## config.mk

```make
export PLATFORM = sky130hd
export DESIGN_NAME = radio_core_command_sequencer_core_flat
export DESIGN_NICKNAME = d
export VERILOG_FILES = /design/src/rtl/rcs_pkg.sv /design/src/rtl/rcs_ifs.sv /design/src/rtl/rcs_regs.sv /design/src/rtl/rcs_step.sv /design/src/rtl/radio_core_command_sequencer_core.sv /design/src/flat_wrapper.sv
export VERILOG_INCLUDE_DIRS = /design/src /design/src/rtl
export SDC_FILE = /design/constraint.sdc
export NUM_CORES = 1
export LEC_CHECK = 0
export ABC_AREA = 1
export BUFFER_PORTS_ARGS = -buffer_cell sky130_fd_sc_hd__clkbuf_2
export CAP_MARGIN = 20
export CELL_PAD_IN_SITES_DETAIL_PLACEMENT = 0
export CELL_PAD_IN_SITES_GLOBAL_PLACEMENT = 1
export CORE_MARGIN = 8
export CORE_UTILIZATION = 43
export CTS_BUF_LIST = sky130_fd_sc_hd__clkbuf_8
export DETAILED_ROUTE_END_ITERATION = 8
export GPL_ROUTABILITY_DRIVEN = 1
export PLACE_DENSITY = 0.94
export SYNTH_ARGS = -nofsm -noshare
export SYNTH_HDL_FRONTEND = slang
export SYNTH_SLANG_ARGS = --single-unit
```

## constraint.sdc

```tcl
create_clock -name clk -period 3.3 [get_ports clk]
set_input_delay 0.66 -clock clk [delete_from_list [all_inputs] [get_ports clk]]
set_output_delay 0.66 -clock clk [all_outputs]
set_load 0.05 [all_outputs]
```

## src/rtl/radio_core_command_sequencer_core_macros.svh

```systemverilog
// Assertion macros for the radio core command sequencer.
// Included by RTL files that carry concurrent checks; no other dependencies.
`ifndef RADIO_CORE_COMMAND_SEQUENCER_CORE_MACROS_SVH
`define RADIO_CORE_COMMAND_SEQUENCER_CORE_MACROS_SVH

// same-cycle implication
`define RCS_ASSERT_IMP(label, clk, rst, ante, cons) \
  label: assert property (@(posedge clk) disable iff (rst) (ante) |-> (cons)) \
    else $error("rcs: check failed");

// next-cycle implication
`define RCS_ASSERT_NXT(label, clk, rst, ante, cons) \
  label: assert property (@(posedge clk) disable iff (rst) (ante) |=> (cons)) \
    else $error("rcs: check failed");

`endif

```

## src/rtl/rcs_pkg.sv

```systemverilog
// Types, codes and constants for the radio core command sequencer.
// No dependencies; used by the interfaces and all modules.
`default_nettype none

package rcs_pkg;

  localparam int APB_ADDR_W = 4;
  localparam int APB_DATA_W = 32;
  localparam int TMO_W      = 16;

  // commands
  localparam logic [2:0] CMD_POLL      = 3'd0;
  localparam logic [2:0] CMD_POWER_ON  = 3'd1;
  localparam logic [2:0] CMD_POWER_OFF = 3'd2;
  localparam logic [2:0] CMD_IMMEDIATE = 3'd3;
  localparam logic [2:0] CMD_RADIO_OP  = 3'd4;
  localparam logic [2:0] CMD_CHAIN     = 3'd5;
  localparam logic [2:0] CMD_READ_ERR  = 3'd6;

  // sequencer states
  localparam logic [2:0] ST_IDLE  = 3'd0;
  localparam logic [2:0] ST_POWER = 3'd1;
  localparam logic [2:0] ST_BOOT  = 3'd2;
  localparam logic [2:0] ST_READY = 3'd3;
  localparam logic [2:0] ST_ACK   = 3'd4;
  localparam logic [2:0] ST_OP    = 3'd5;
  localparam logic [2:0] ST_ERR   = 3'd6;

  // error codes
  localparam logic [2:0] ERR_NONE     = 3'd0;
  localparam logic [2:0] ERR_POWER    = 3'd1;
  localparam logic [2:0] ERR_BOOT     = 3'd2;
  localparam logic [2:0] ERR_UNRESP   = 3'd3;
  localparam logic [2:0] ERR_PARSE    = 3'd4;
  localparam logic [2:0] ERR_OP       = 3'd5;
  localparam logic [2:0] ERR_INTERNAL = 3'd6;
  localparam logic [2:0] ERR_SYNTH    = 3'd7;

  // core flag bits
  localparam int FL_BOOT  = 0;
  localparam int FL_INT   = 1;
  localparam int FL_DONE  = 2;
  localparam int FL_LAST  = 3;
  localparam int FL_RXNOK = 4;
  localparam int FL_SYNTH = 5;

  // register indexes
  localparam logic [1:0] REG_POWER_ON_TMO = 2'd0;
  localparam logic [1:0] REG_BOOT_TMO     = 2'd1;
  localparam logic [1:0] REG_ACK_TMO      = 2'd2;

  localparam logic [TMO_W-1:0] TMO_RESET = 16'd10;

  typedef struct packed {
    logic [2:0]       cmd;
    logic [31:0]      command_word;
    logic [TMO_W-1:0] radio_timeout_ms;
    logic             ms_tick;
    logic             power_is_on;
    logic             core_ready;
    logic             core_ack;
    logic             cmd_status_done;
    logic [5:0]       core_flags;
    logic             op_status_error;
  } in_item_t;

  typedef struct packed {
    logic        accepted;
    logic [2:0]  state_out;
    logic        ready_out;
    logic [2:0]  error_out;
    logic        power_request;
    logic        issue_strobe;
    logic [31:0] command_out;
    logic        abort_strobe;
    logic        rx_crc_error;
  } out_item_t;

  typedef struct packed {
    logic [TMO_W-1:0] power_on_timeout_ms;
    logic [TMO_W-1:0] boot_timeout_ms;
    logic [TMO_W-1:0] ack_timeout_ms;
  } cfg_t;

  typedef struct packed {
    logic [2:0]       fsm;
    logic             booted;
    logic             radio_op_mode;
    logic             chain_mode;
    logic [TMO_W-1:0] op_timeout_setting;
    logic [TMO_W-1:0] timeout_left;
    logic [2:0]       error_code;
    logic [31:0]      held_command;
    logic             power_level;
  } seq_state_t;

  localparam seq_state_t STATE_RESET = '{
    fsm:                ST_IDLE,
    booted:             1'b0,
    radio_op_mode:      1'b0,
    chain_mode:         1'b0,
    op_timeout_setting: '0,
    timeout_left:       '0,
    error_code:         ERR_NONE,
    held_command:       '0,
    power_level:        1'b0
  };

endpackage

`default_nettype wire

```

## src/rtl/rcs_ifs.sv

```systemverilog
// Valid/ready channel interfaces for request beats and result beats.
// Depends on rcs_pkg for the payload types.
`default_nettype none

interface rcs_in_if;
  import rcs_pkg::*;
  logic     valid;
  logic     ready;
  in_item_t payload;
  modport source (output valid, output payload, input ready);
  modport sink (input valid, input payload, output ready);
endinterface

interface rcs_out_if;
  import rcs_pkg::*;
  logic      valid;
  logic      ready;
  out_item_t payload;
  modport source (output valid, output payload, input ready);
  modport sink (input valid, input payload, output ready);
endinterface

`default_nettype wire

```

## src/rtl/rcs_regs.sv

```systemverilog
// APB configuration registers: power-on, boot and ack timeouts.
// Depends on rcs_pkg.
`default_nettype none

module rcs_regs (
  input  logic                           clk,
  input  logic                           rst,
  input  logic                           psel,
  input  logic                           penable,
  input  logic                           pwrite,
  input  logic [rcs_pkg::APB_ADDR_W-1:0] paddr,
  input  logic [rcs_pkg::APB_DATA_W-1:0] pwdata,
  output logic [rcs_pkg::APB_DATA_W-1:0] prdata,
  output logic                           pready,
  output rcs_pkg::cfg_t                  cfg
);
  import rcs_pkg::*;

  logic [1:0] reg_idx;
  logic       wr_en;

  assign pready  = 1'b1;
  assign reg_idx = paddr[3:2];
  assign wr_en   = psel && penable && pwrite && pready;

  always_ff @(posedge clk) begin
    if (rst) begin
      cfg.power_on_timeout_ms <= TMO_RESET;
      cfg.boot_timeout_ms     <= TMO_RESET;
      cfg.ack_timeout_ms      <= TMO_RESET;
    end else if (wr_en) begin
      unique case (reg_idx)
        REG_POWER_ON_TMO: cfg.power_on_timeout_ms <= pwdata[TMO_W-1:0];
        REG_BOOT_TMO:     cfg.boot_timeout_ms     <= pwdata[TMO_W-1:0];
        REG_ACK_TMO:      cfg.ack_timeout_ms      <= pwdata[TMO_W-1:0];
        default: ;
      endcase
    end
  end

  always_comb begin
    prdata = '0;
    unique case (reg_idx)
      REG_POWER_ON_TMO: prdata[TMO_W-1:0] = cfg.power_on_timeout_ms;
      REG_BOOT_TMO:     prdata[TMO_W-1:0] = cfg.boot_timeout_ms;
      REG_ACK_TMO:      prdata[TMO_W-1:0] = cfg.ack_timeout_ms;
      default: ;
    endcase
  end

endmodule

`default_nettype wire

```

## src/rtl/rcs_step.sv

```systemverilog
// Next-state and result logic for one beat of the sequencer.
// Purely combinational; depends on rcs_pkg.
`default_nettype none

module rcs_step (
  input  rcs_pkg::seq_state_t st,
  input  rcs_pkg::cfg_t       cfg,
  input  rcs_pkg::in_item_t   item,
  output rcs_pkg::seq_state_t nxt,
  output rcs_pkg::out_item_t  res
);
  import rcs_pkg::*;

  logic [TMO_W-1:0] tl_dec;
  logic             expired;
  logic             start_ok;
  logic             do_issue;
  logic             do_fail;
  logic [2:0]       fail_code;
  logic             abort;
  logic             rxcrc;
  logic             acc;
  logic             op_done;
  logic [5:0]       fl;

  always_comb begin
    nxt       = st;
    fl        = item.core_flags;
    tl_dec    = st.timeout_left;
    if (item.ms_tick && st.timeout_left != '0) begin
      tl_dec = st.timeout_left - 1'b1;
    end
    nxt.timeout_left = tl_dec;
    expired   = (tl_dec == '0);
    start_ok  = (st.fsm == ST_IDLE) && st.booted;
    do_issue  = 1'b0;
    do_fail   = 1'b0;
    fail_code = ERR_NONE;
    abort     = 1'b0;
    rxcrc     = 1'b0;
    acc       = 1'b0;
    op_done   = (fl[FL_DONE] || fl[FL_LAST]) && (!st.chain_mode || fl[FL_LAST]);

    unique case (item.cmd)
      CMD_POLL: begin
        unique case (st.fsm)
          ST_POWER: begin
            if (item.power_is_on) begin
              nxt.timeout_left = cfg.boot_timeout_ms;
              nxt.fsm          = ST_BOOT;
            end else if (expired) begin
              do_fail = 1'b1; fail_code = ERR_POWER;
            end
          end
          ST_BOOT: begin
            if (fl[FL_BOOT]) begin
              nxt.booted = 1'b1;
              nxt.fsm    = ST_IDLE;
            end else if (fl[FL_INT] || expired) begin
              do_fail = 1'b1; fail_code = ERR_BOOT;
            end
          end
          ST_READY: begin
            if (item.core_ready) begin
              do_issue = 1'b1;
            end else if (expired) begin
              do_fail = 1'b1; fail_code = ERR_UNRESP;
            end
          end
          ST_ACK: begin
            if (item.core_ack) begin
              if (!item.cmd_status_done) begin
                do_fail = 1'b1; fail_code = ERR_PARSE;
              end else if (st.radio_op_mode) begin
                nxt.fsm          = ST_OP;
                nxt.timeout_left = st.op_timeout_setting;
              end else begin
                nxt.fsm = ST_IDLE;
              end
            end else if (expired) begin
              do_fail = 1'b1; fail_code = ERR_UNRESP;
            end
          end
          ST_OP: begin
            priority if (op_done) begin
              if (st.chain_mode || !item.op_status_error) begin
                nxt.fsm = ST_IDLE;
              end else begin
                do_fail = 1'b1; fail_code = ERR_OP;
              end
            end else if (fl[FL_RXNOK]) begin
              abort   = 1'b1;
              rxcrc   = 1'b1;
              nxt.fsm = ST_IDLE;
            end else if (fl[FL_INT] || fl[FL_SYNTH]) begin
              do_fail   = 1'b1;
              fail_code = fl[FL_SYNTH] ? ERR_SYNTH : ERR_INTERNAL;
            end else if (st.op_timeout_setting != '0 && expired) begin
              do_fail = 1'b1; fail_code = ERR_UNRESP;
            end else begin
              // operation still running
            end
          end
          ST_ERR: begin
            if (st.error_code == ERR_NONE) begin
              nxt.fsm = ST_IDLE;
            end
          end
          default: ;
        endcase
      end
      CMD_POWER_ON: begin
        if (st.fsm == ST_IDLE && !item.power_is_on) begin
          nxt.power_level  = 1'b1;
          nxt.timeout_left = cfg.power_on_timeout_ms;
          nxt.fsm          = ST_POWER;
          acc              = 1'b1;
        end
      end
      CMD_POWER_OFF: begin
        if ((st.error_code != ERR_NONE || st.fsm == ST_IDLE) && item.power_is_on) begin
          nxt.power_level = 1'b0;
          nxt.booted      = 1'b0;
          acc             = 1'b1;
        end
      end
      CMD_IMMEDIATE, CMD_RADIO_OP, CMD_CHAIN: begin
        if (start_ok) begin
          acc              = 1'b1;
          nxt.held_command = item.command_word;
          nxt.timeout_left = cfg.ack_timeout_ms;
          if (item.cmd == CMD_IMMEDIATE) begin
            nxt.radio_op_mode = 1'b0;
          end else begin
            nxt.radio_op_mode      = 1'b1;
            nxt.op_timeout_setting = item.radio_timeout_ms;
          end
          if (item.cmd == CMD_CHAIN) begin
            nxt.chain_mode = 1'b1;
          end
          if (item.core_ready) begin
            do_issue = 1'b1;
          end else begin
            nxt.fsm = ST_READY;
          end
        end
      end
      CMD_READ_ERR: ;
      default: ;
    endcase

    if (do_issue) begin
      nxt.timeout_left = cfg.ack_timeout_ms;
      nxt.fsm          = ST_ACK;
    end

    if (do_fail) begin
      abort          = 1'b1;
      nxt.error_code = fail_code;
      nxt.fsm        = ST_ERR;
      if (item.power_is_on) begin
        nxt.power_level = 1'b0;
        nxt.booted      = 1'b0;
      end
    end

    res               = '0;
    res.error_out     = nxt.error_code;
    if (item.cmd == CMD_READ_ERR) begin
      nxt.error_code = ERR_NONE;
      acc            = 1'b1;
    end
    res.accepted      = acc;
    res.state_out     = nxt.fsm;
    res.ready_out     = (nxt.fsm == ST_IDLE) && nxt.booted;
    res.power_request = nxt.power_level;
    res.issue_strobe  = do_issue;
    res.command_out   = do_issue ? nxt.held_command : '0;
    res.abort_strobe  = abort;
    res.rx_crc_error  = rxcrc;
  end

endmodule

`default_nettype wire

```

## src/rtl/radio_core_command_sequencer_core.sv

```systemverilog
// Radio core command sequencer, top level.
// A request beat is held in the input register; its result beat is held in the result register.
// Throughput: one beat per cycle while the result channel is not stalled; the step logic
// between the input and result registers is combinational and runs the whole state update.
// Reset (rst, synchronous): sequencer idle, not booted, error none, power request
// low, timeouts 10 ms; both pipeline registers empty.
`default_nettype none
`include "radio_core_command_sequencer_core_macros.svh"

module radio_core_command_sequencer_core (
  input  logic                           clk,
  input  logic                           rst,
  rcs_in_if.sink                         in_ch,
  rcs_out_if.source                      out_ch,
  input  logic                           psel,
  input  logic                           penable,
  input  logic                           pwrite,
  input  logic [rcs_pkg::APB_ADDR_W-1:0] paddr,
  input  logic [rcs_pkg::APB_DATA_W-1:0] pwdata,
  output logic [rcs_pkg::APB_DATA_W-1:0] prdata,
  output logic                           pready
);
  import rcs_pkg::*;

  cfg_t       cfg;
  seq_state_t state;
  seq_state_t state_next;
  out_item_t  step_res;
  in_item_t   in_item;
  logic       in_valid;
  out_item_t  out_item;
  logic       out_valid;
  logic       advance;

  rcs_regs u_regs (
    .clk     (clk),
    .rst     (rst),
    .psel    (psel),
    .penable (penable),
    .pwrite  (pwrite),
    .paddr   (paddr),
    .pwdata  (pwdata),
    .prdata  (prdata),
    .pready  (pready),
    .cfg     (cfg)
  );

  rcs_step u_step (
    .st   (state),
    .cfg  (cfg),
    .item (in_item),
    .nxt  (state_next),
    .res  (step_res)
  );

  assign advance        = in_valid && (!out_valid || out_ch.ready);
  assign in_ch.ready    = !in_valid || advance;
  assign out_ch.valid   = out_valid;
  assign out_ch.payload = out_item;

  always_ff @(posedge clk) begin
    if (rst) begin
      in_valid  <= 1'b0;
      out_valid <= 1'b0;
      state     <= STATE_RESET;
    end else begin
      if (in_ch.ready) begin
        in_valid <= in_ch.valid;
      end
      if (advance) begin
        out_valid <= 1'b1;
        state     <= state_next;
      end else if (out_ch.ready) begin
        out_valid <= 1'b0;
      end
    end
  end

  always_ff @(posedge clk) begin
    if (in_ch.valid && in_ch.ready) begin
      in_item <= in_ch.payload;
    end
    if (advance) begin
      out_item <= step_res;
    end
  end

  `RCS_ASSERT_IMP(a_stall_blocks_in, clk, rst, in_valid && out_valid && !out_ch.ready, !in_ch.ready)
  `RCS_ASSERT_NXT(a_issue_to_ack, clk, rst, advance && step_res.issue_strobe, state.fsm == ST_ACK)
  `RCS_ASSERT_NXT(a_err_entry_aborts, clk, rst, advance && state.fsm != ST_ERR && !step_res.abort_strobe, state.fsm != ST_ERR)
  `RCS_ASSERT_IMP(a_ready_only_idle, clk, rst, out_ch.valid && out_ch.payload.ready_out, out_ch.payload.state_out == ST_IDLE)

endmodule

`default_nettype wire

```

## src/flat_wrapper.sv

```systemverilog
// flat-port wrapper written by rule: the top's interface ports become plain ports
module radio_core_command_sequencer_core_flat import rcs_pkg::*;
  (clk, rst, psel, penable, pwrite, paddr, pwdata, prdata, pready, in_ch_valid, in_ch_payload, in_ch_ready, out_ch_valid, out_ch_payload, out_ch_ready);
  rcs_in_if in_ch_i ();
  rcs_out_if out_ch_i ();
  input  logic clk;
  input  logic rst;
  input  logic psel;
  input  logic penable;
  input  logic pwrite;
  input  logic [rcs_pkg::APB_ADDR_W-1:0] paddr;
  input  logic [rcs_pkg::APB_DATA_W-1:0] pwdata;
  output logic [rcs_pkg::APB_DATA_W-1:0] prdata;
  output logic pready;
  input wire logic [$bits(in_ch_i.valid)-1:0] in_ch_valid;
  input wire logic [$bits(in_ch_i.payload)-1:0] in_ch_payload;
  output wire logic [$bits(in_ch_i.ready)-1:0] in_ch_ready;
  output wire logic [$bits(out_ch_i.valid)-1:0] out_ch_valid;
  output wire logic [$bits(out_ch_i.payload)-1:0] out_ch_payload;
  input wire logic [$bits(out_ch_i.ready)-1:0] out_ch_ready;
  assign in_ch_i.valid = in_ch_valid;
  assign in_ch_i.payload = in_ch_payload;
  assign in_ch_ready = in_ch_i.ready;
  assign out_ch_valid = out_ch_i.valid;
  assign out_ch_payload = out_ch_i.payload;
  assign out_ch_i.ready = out_ch_ready;
  radio_core_command_sequencer_core u_core (.clk(clk), .rst(rst), .in_ch(in_ch_i), .out_ch(out_ch_i), .psel(psel), .penable(penable), .pwrite(pwrite), .paddr(paddr), .pwdata(pwdata), .prdata(prdata), .pready(pready));
endmodule
```

==> flow_metrics.py <==
metrics = {
    "run_status": {
        "status": "finished clean",
    },
    "sta": {
        "max_freq_ghz": 0.332,
        "post-route-period-util": 0.912,
        "fin_tns_setup_ns": 0,
        "finalHoldViolCount": 0,
        "period_minus_slack_ns": 3.01,
        "slew_headroom": 0.306,
        "tightest_slew_ns": 1.04,
        "drv_slew": 0,
        "setup_viol": 0,
        "timing.final.ws_setup_ns": 0.291,
        "fin_skew_ns": 0.0236,
        "rsz0062_at_grt": "true",
    },
    "synthesis": {
        "ys_seq_area_frac": 0.539,
        "synth_area_mm2": 0.0106,
        "ys_seq_elements": 231,
        "syn_inst": 1270,
        "synth_ff_type": "dfxtp_1",
        "synth_edf_count": 107,
        "avgSynthCellArea_um2": 8.31,
        "yosysTopAreaCell": "edfxtp_1",
        "synth_cell_types": 43,
        "synthTopCellsByArea": "edfxtp_1, dfxtp_1, nand2_1, o21ai_0, a21oi_1",
        "synthArstFlopShare": 0,
        "yosysWarningCount": 0,
        "synth_top_area_frac": 0.304,
    },
    "route": {
        "wl_um": 30700,
        "ant_nets": 0,
        "vias": 9421,
        "drcViolationCount": 0,
        "dr.pass1.iters": 5,
        "viasPerCell": 5.31,
        "wl_per_cell_um": 17.3,
        "drt_iter0_markers": 806,
    },
    "cts": {
        "numCtsBuffers": 38,
        "clkTransAtPathRegs_ns": 0.06,
        "cts.sinks": 231,
        "hold_buffers": 0,
        "cts.path.max_buffers": 3,
        "htreeDepth": 2,
        "clk_latency_ns": 0.55,
        "clock-root-buffer": "clkbuf_8",
        "cts_tree": "done",
    },
    "finish": {
        "layout_common_cells": "nand2_1, o21ai_0, clkbuf_2",
        "fin_nets": 1528,
        "layout-drive-gt1-share": 0.176,
        "diodes": 0,
        "synthToLayoutAreaGrowth_pct": 17.6,
        "stdcell_count": 1774,
        "layout.area.seq_mm2": 0.00570,
        "mostFrequentLayoutCell": "nand2_1",
        "num-fill-cells": 2317,
        "multiInputGateArea_mm2": 0.00409,
        "finish.utilization": 0.512,
    },
    "hold_path": {
        "hold_path.class": "input pin to flip-flop",
        "worstHoldStart": "in_ch_payload[39]",
    },
    "placed_design": {
        "preCtsSetupSlack_ns": 0.352,
        "port_buffers": 149,
        "gp_congestion": 0.902,
        "dp_hpwl_um": 21300,
        "place_inst": 1704,
    },
    "worst_setup_path": {
        "r2r_start": "u_core.state[71]",
        "max_stage_delay_ns": 0.57,
        "critPathSlowestCell": "inv_1",
        "critPathKind": "flip-flop to flip-flop",
        "path_buf_inv": 4,
        "crit_chain": "inv_1 > nand2_1 > nand3_1 > nor2_1 > nand2_1 > nor2_2 > inv_2 > nor2_2 > buf_4 > inv_1 > o21ai_0 > nor2_1",
        "cp_top_family": "buffers and inverters",
        "crit_path_start_kind": "flip-flop",
        "crit_start": "u_core.state[71]",
        "crit_required_ns": 3.74,
        "path_max_fanout": 36,
        "cp.arrival_ns": 3.45,
        "cp-end-kind": "flip-flop",
    },
    "grt": {
        "grt_first_pass_wirelength_um": 48300,
        "grt_overflow_total": 0,
        "track_usage": 0.197,
        "grt_max_degree": 52,
        "grt_pass1_vias": 8886,
        "grt_antenna_before_repair": 2,
    },
    "die": {
        "core-area_mm2": 0.0242,
        "initial_utilization": 0.435,
        "die_h_um": 173,
        "ios": 185,
        "dieWidth_um": 173,
        "die_area_mm2": 0.0298,
        "rows": 57,
    },
    "power": {
        "p_per_area_mw_per_mm2": 566,
        "ir_drop_mv": 0.334,
        "leakage_nw": 4.96,
    },
    "job": {
        "maxCapViolCount": 0,
    },
}
-- final cells by class --
cell class                      count  share of cell area
Sequential cell                   231               0.459
Multi-Input combinational cell    849               0.329
Timing Repair Buffer              175              0.0778
Clock buffer                       46              0.0510
Inverter                          125              0.0378
Tap cell                          324              0.0327
Clock inverter                     24              0.0123
-- flip-flops by register name (all words and copies together), names as in the netlist --
| register | count |
|---|---|
| u_core.state | 74 |
| u_core.out_ch.payload | 44 |
| u_core.in_item | 63 |
| u_core.out_ch.valid | 1 |
| u_core.in_valid | 1 |
| u_core.u_regs.cfg | 48 |
-- power by group --
group          total, W  internal (W)  leakage (nW)  switching [W]
clock           0.00253       0.00137         0.456        0.00117
combinational   0.00130      0.000389          2.47       0.000909
sequential      0.00319       0.00312          2.03      0.0000730
-- cell usage after synthesis, types with 2 or more instances --
cell / number
nor2_1: 144
nor2_2: 8
o21ai_0: 156
nor3_1: 10
clkbuf_1: 56
inv_1: 120
nand3_1: 29
or2_2: 2
o2111ai_1: 10
buf_4: 18
o22ai_1: 27
a221oi_1: 6
nand4_1: 7
buf_1: 4
nand2_4: 3
conb_1: 2
o221ai_1: 17
nand3b_1: 4
xnor2_1: 4
ha_1: 2
o211ai_1: 19
a21oi_1: 108
xor2_1: 2
nand2_1: 255
a21oi_2: 2
nor4_1: 5
dfxtp_1: 124
clkinv_1: 2
inv_2: 3
edfxtp_1: 107
a22oi_1: 2
-- metrics by stage --
stage	hold WS (ns)	instance area, um^2	total power [W]
5_1_grt	0.254	12400	0.00734
6_report	0.281	12400	0.00702
3_5_place_dp	0.473	11600	0.00452
3_3_place_gp	0.462	11600	0.00451
4_1_cts	0.256	12400	0.00704
2_1_floorplan	0.444	10600	0.00419
-- worst reg2reg max path, delay by kind of cell, from the launching register on --
family	cells	cell delay, ns
AOI/OAI and AO/OA	1	0.42
buffers and inverters	4	1.13
DFF	1	0.40
and+or+nand+nor	7	0.95
-- logic make-up (layout without fill, tap and decap cells) --
family	Yosys count	after routing	share of synthesized area
buffers and inverters	205	370	0.0801
XOR/XNOR	6	6	0.00498
other	2	17	0.000711
AND/OR/NAND/NOR	472	472	0.183
AO/OA/AOI/OAI	352	352	0.189
adder cells (fa/ha/maj)	2	2	0.00237
flip-flops	231	231	0.539
-- final timing paths --
kind	endpoint	slack [ns]	cells after the start
max	u_core.state[13]	0.29	12
min	u_core.in_item[39]	0.28	1
max reg2reg	u_core.state[13]	0.29	12
min reg2reg	u_core.state[31]	0.48	2
-- repair_timing --
item / 4_1_cts / 5_1_grt
endpoints found under the hold margin: 0 / 0
buffers inserted: 0 / 0
setup endpoints to repair: 0 / 6
gates resized for setup: 0 / 1
-- layer usage --
layer | part of all wire | track usage
met1 | 0.44 | 0.267
met3 | 0.091 | 0.0503
met4 | 0.020 | 0.0575
met5 | 0.00088 | 0
met2 | 0.45 | 0.307
Note: power is estimated with default switching activity, not from simulation.
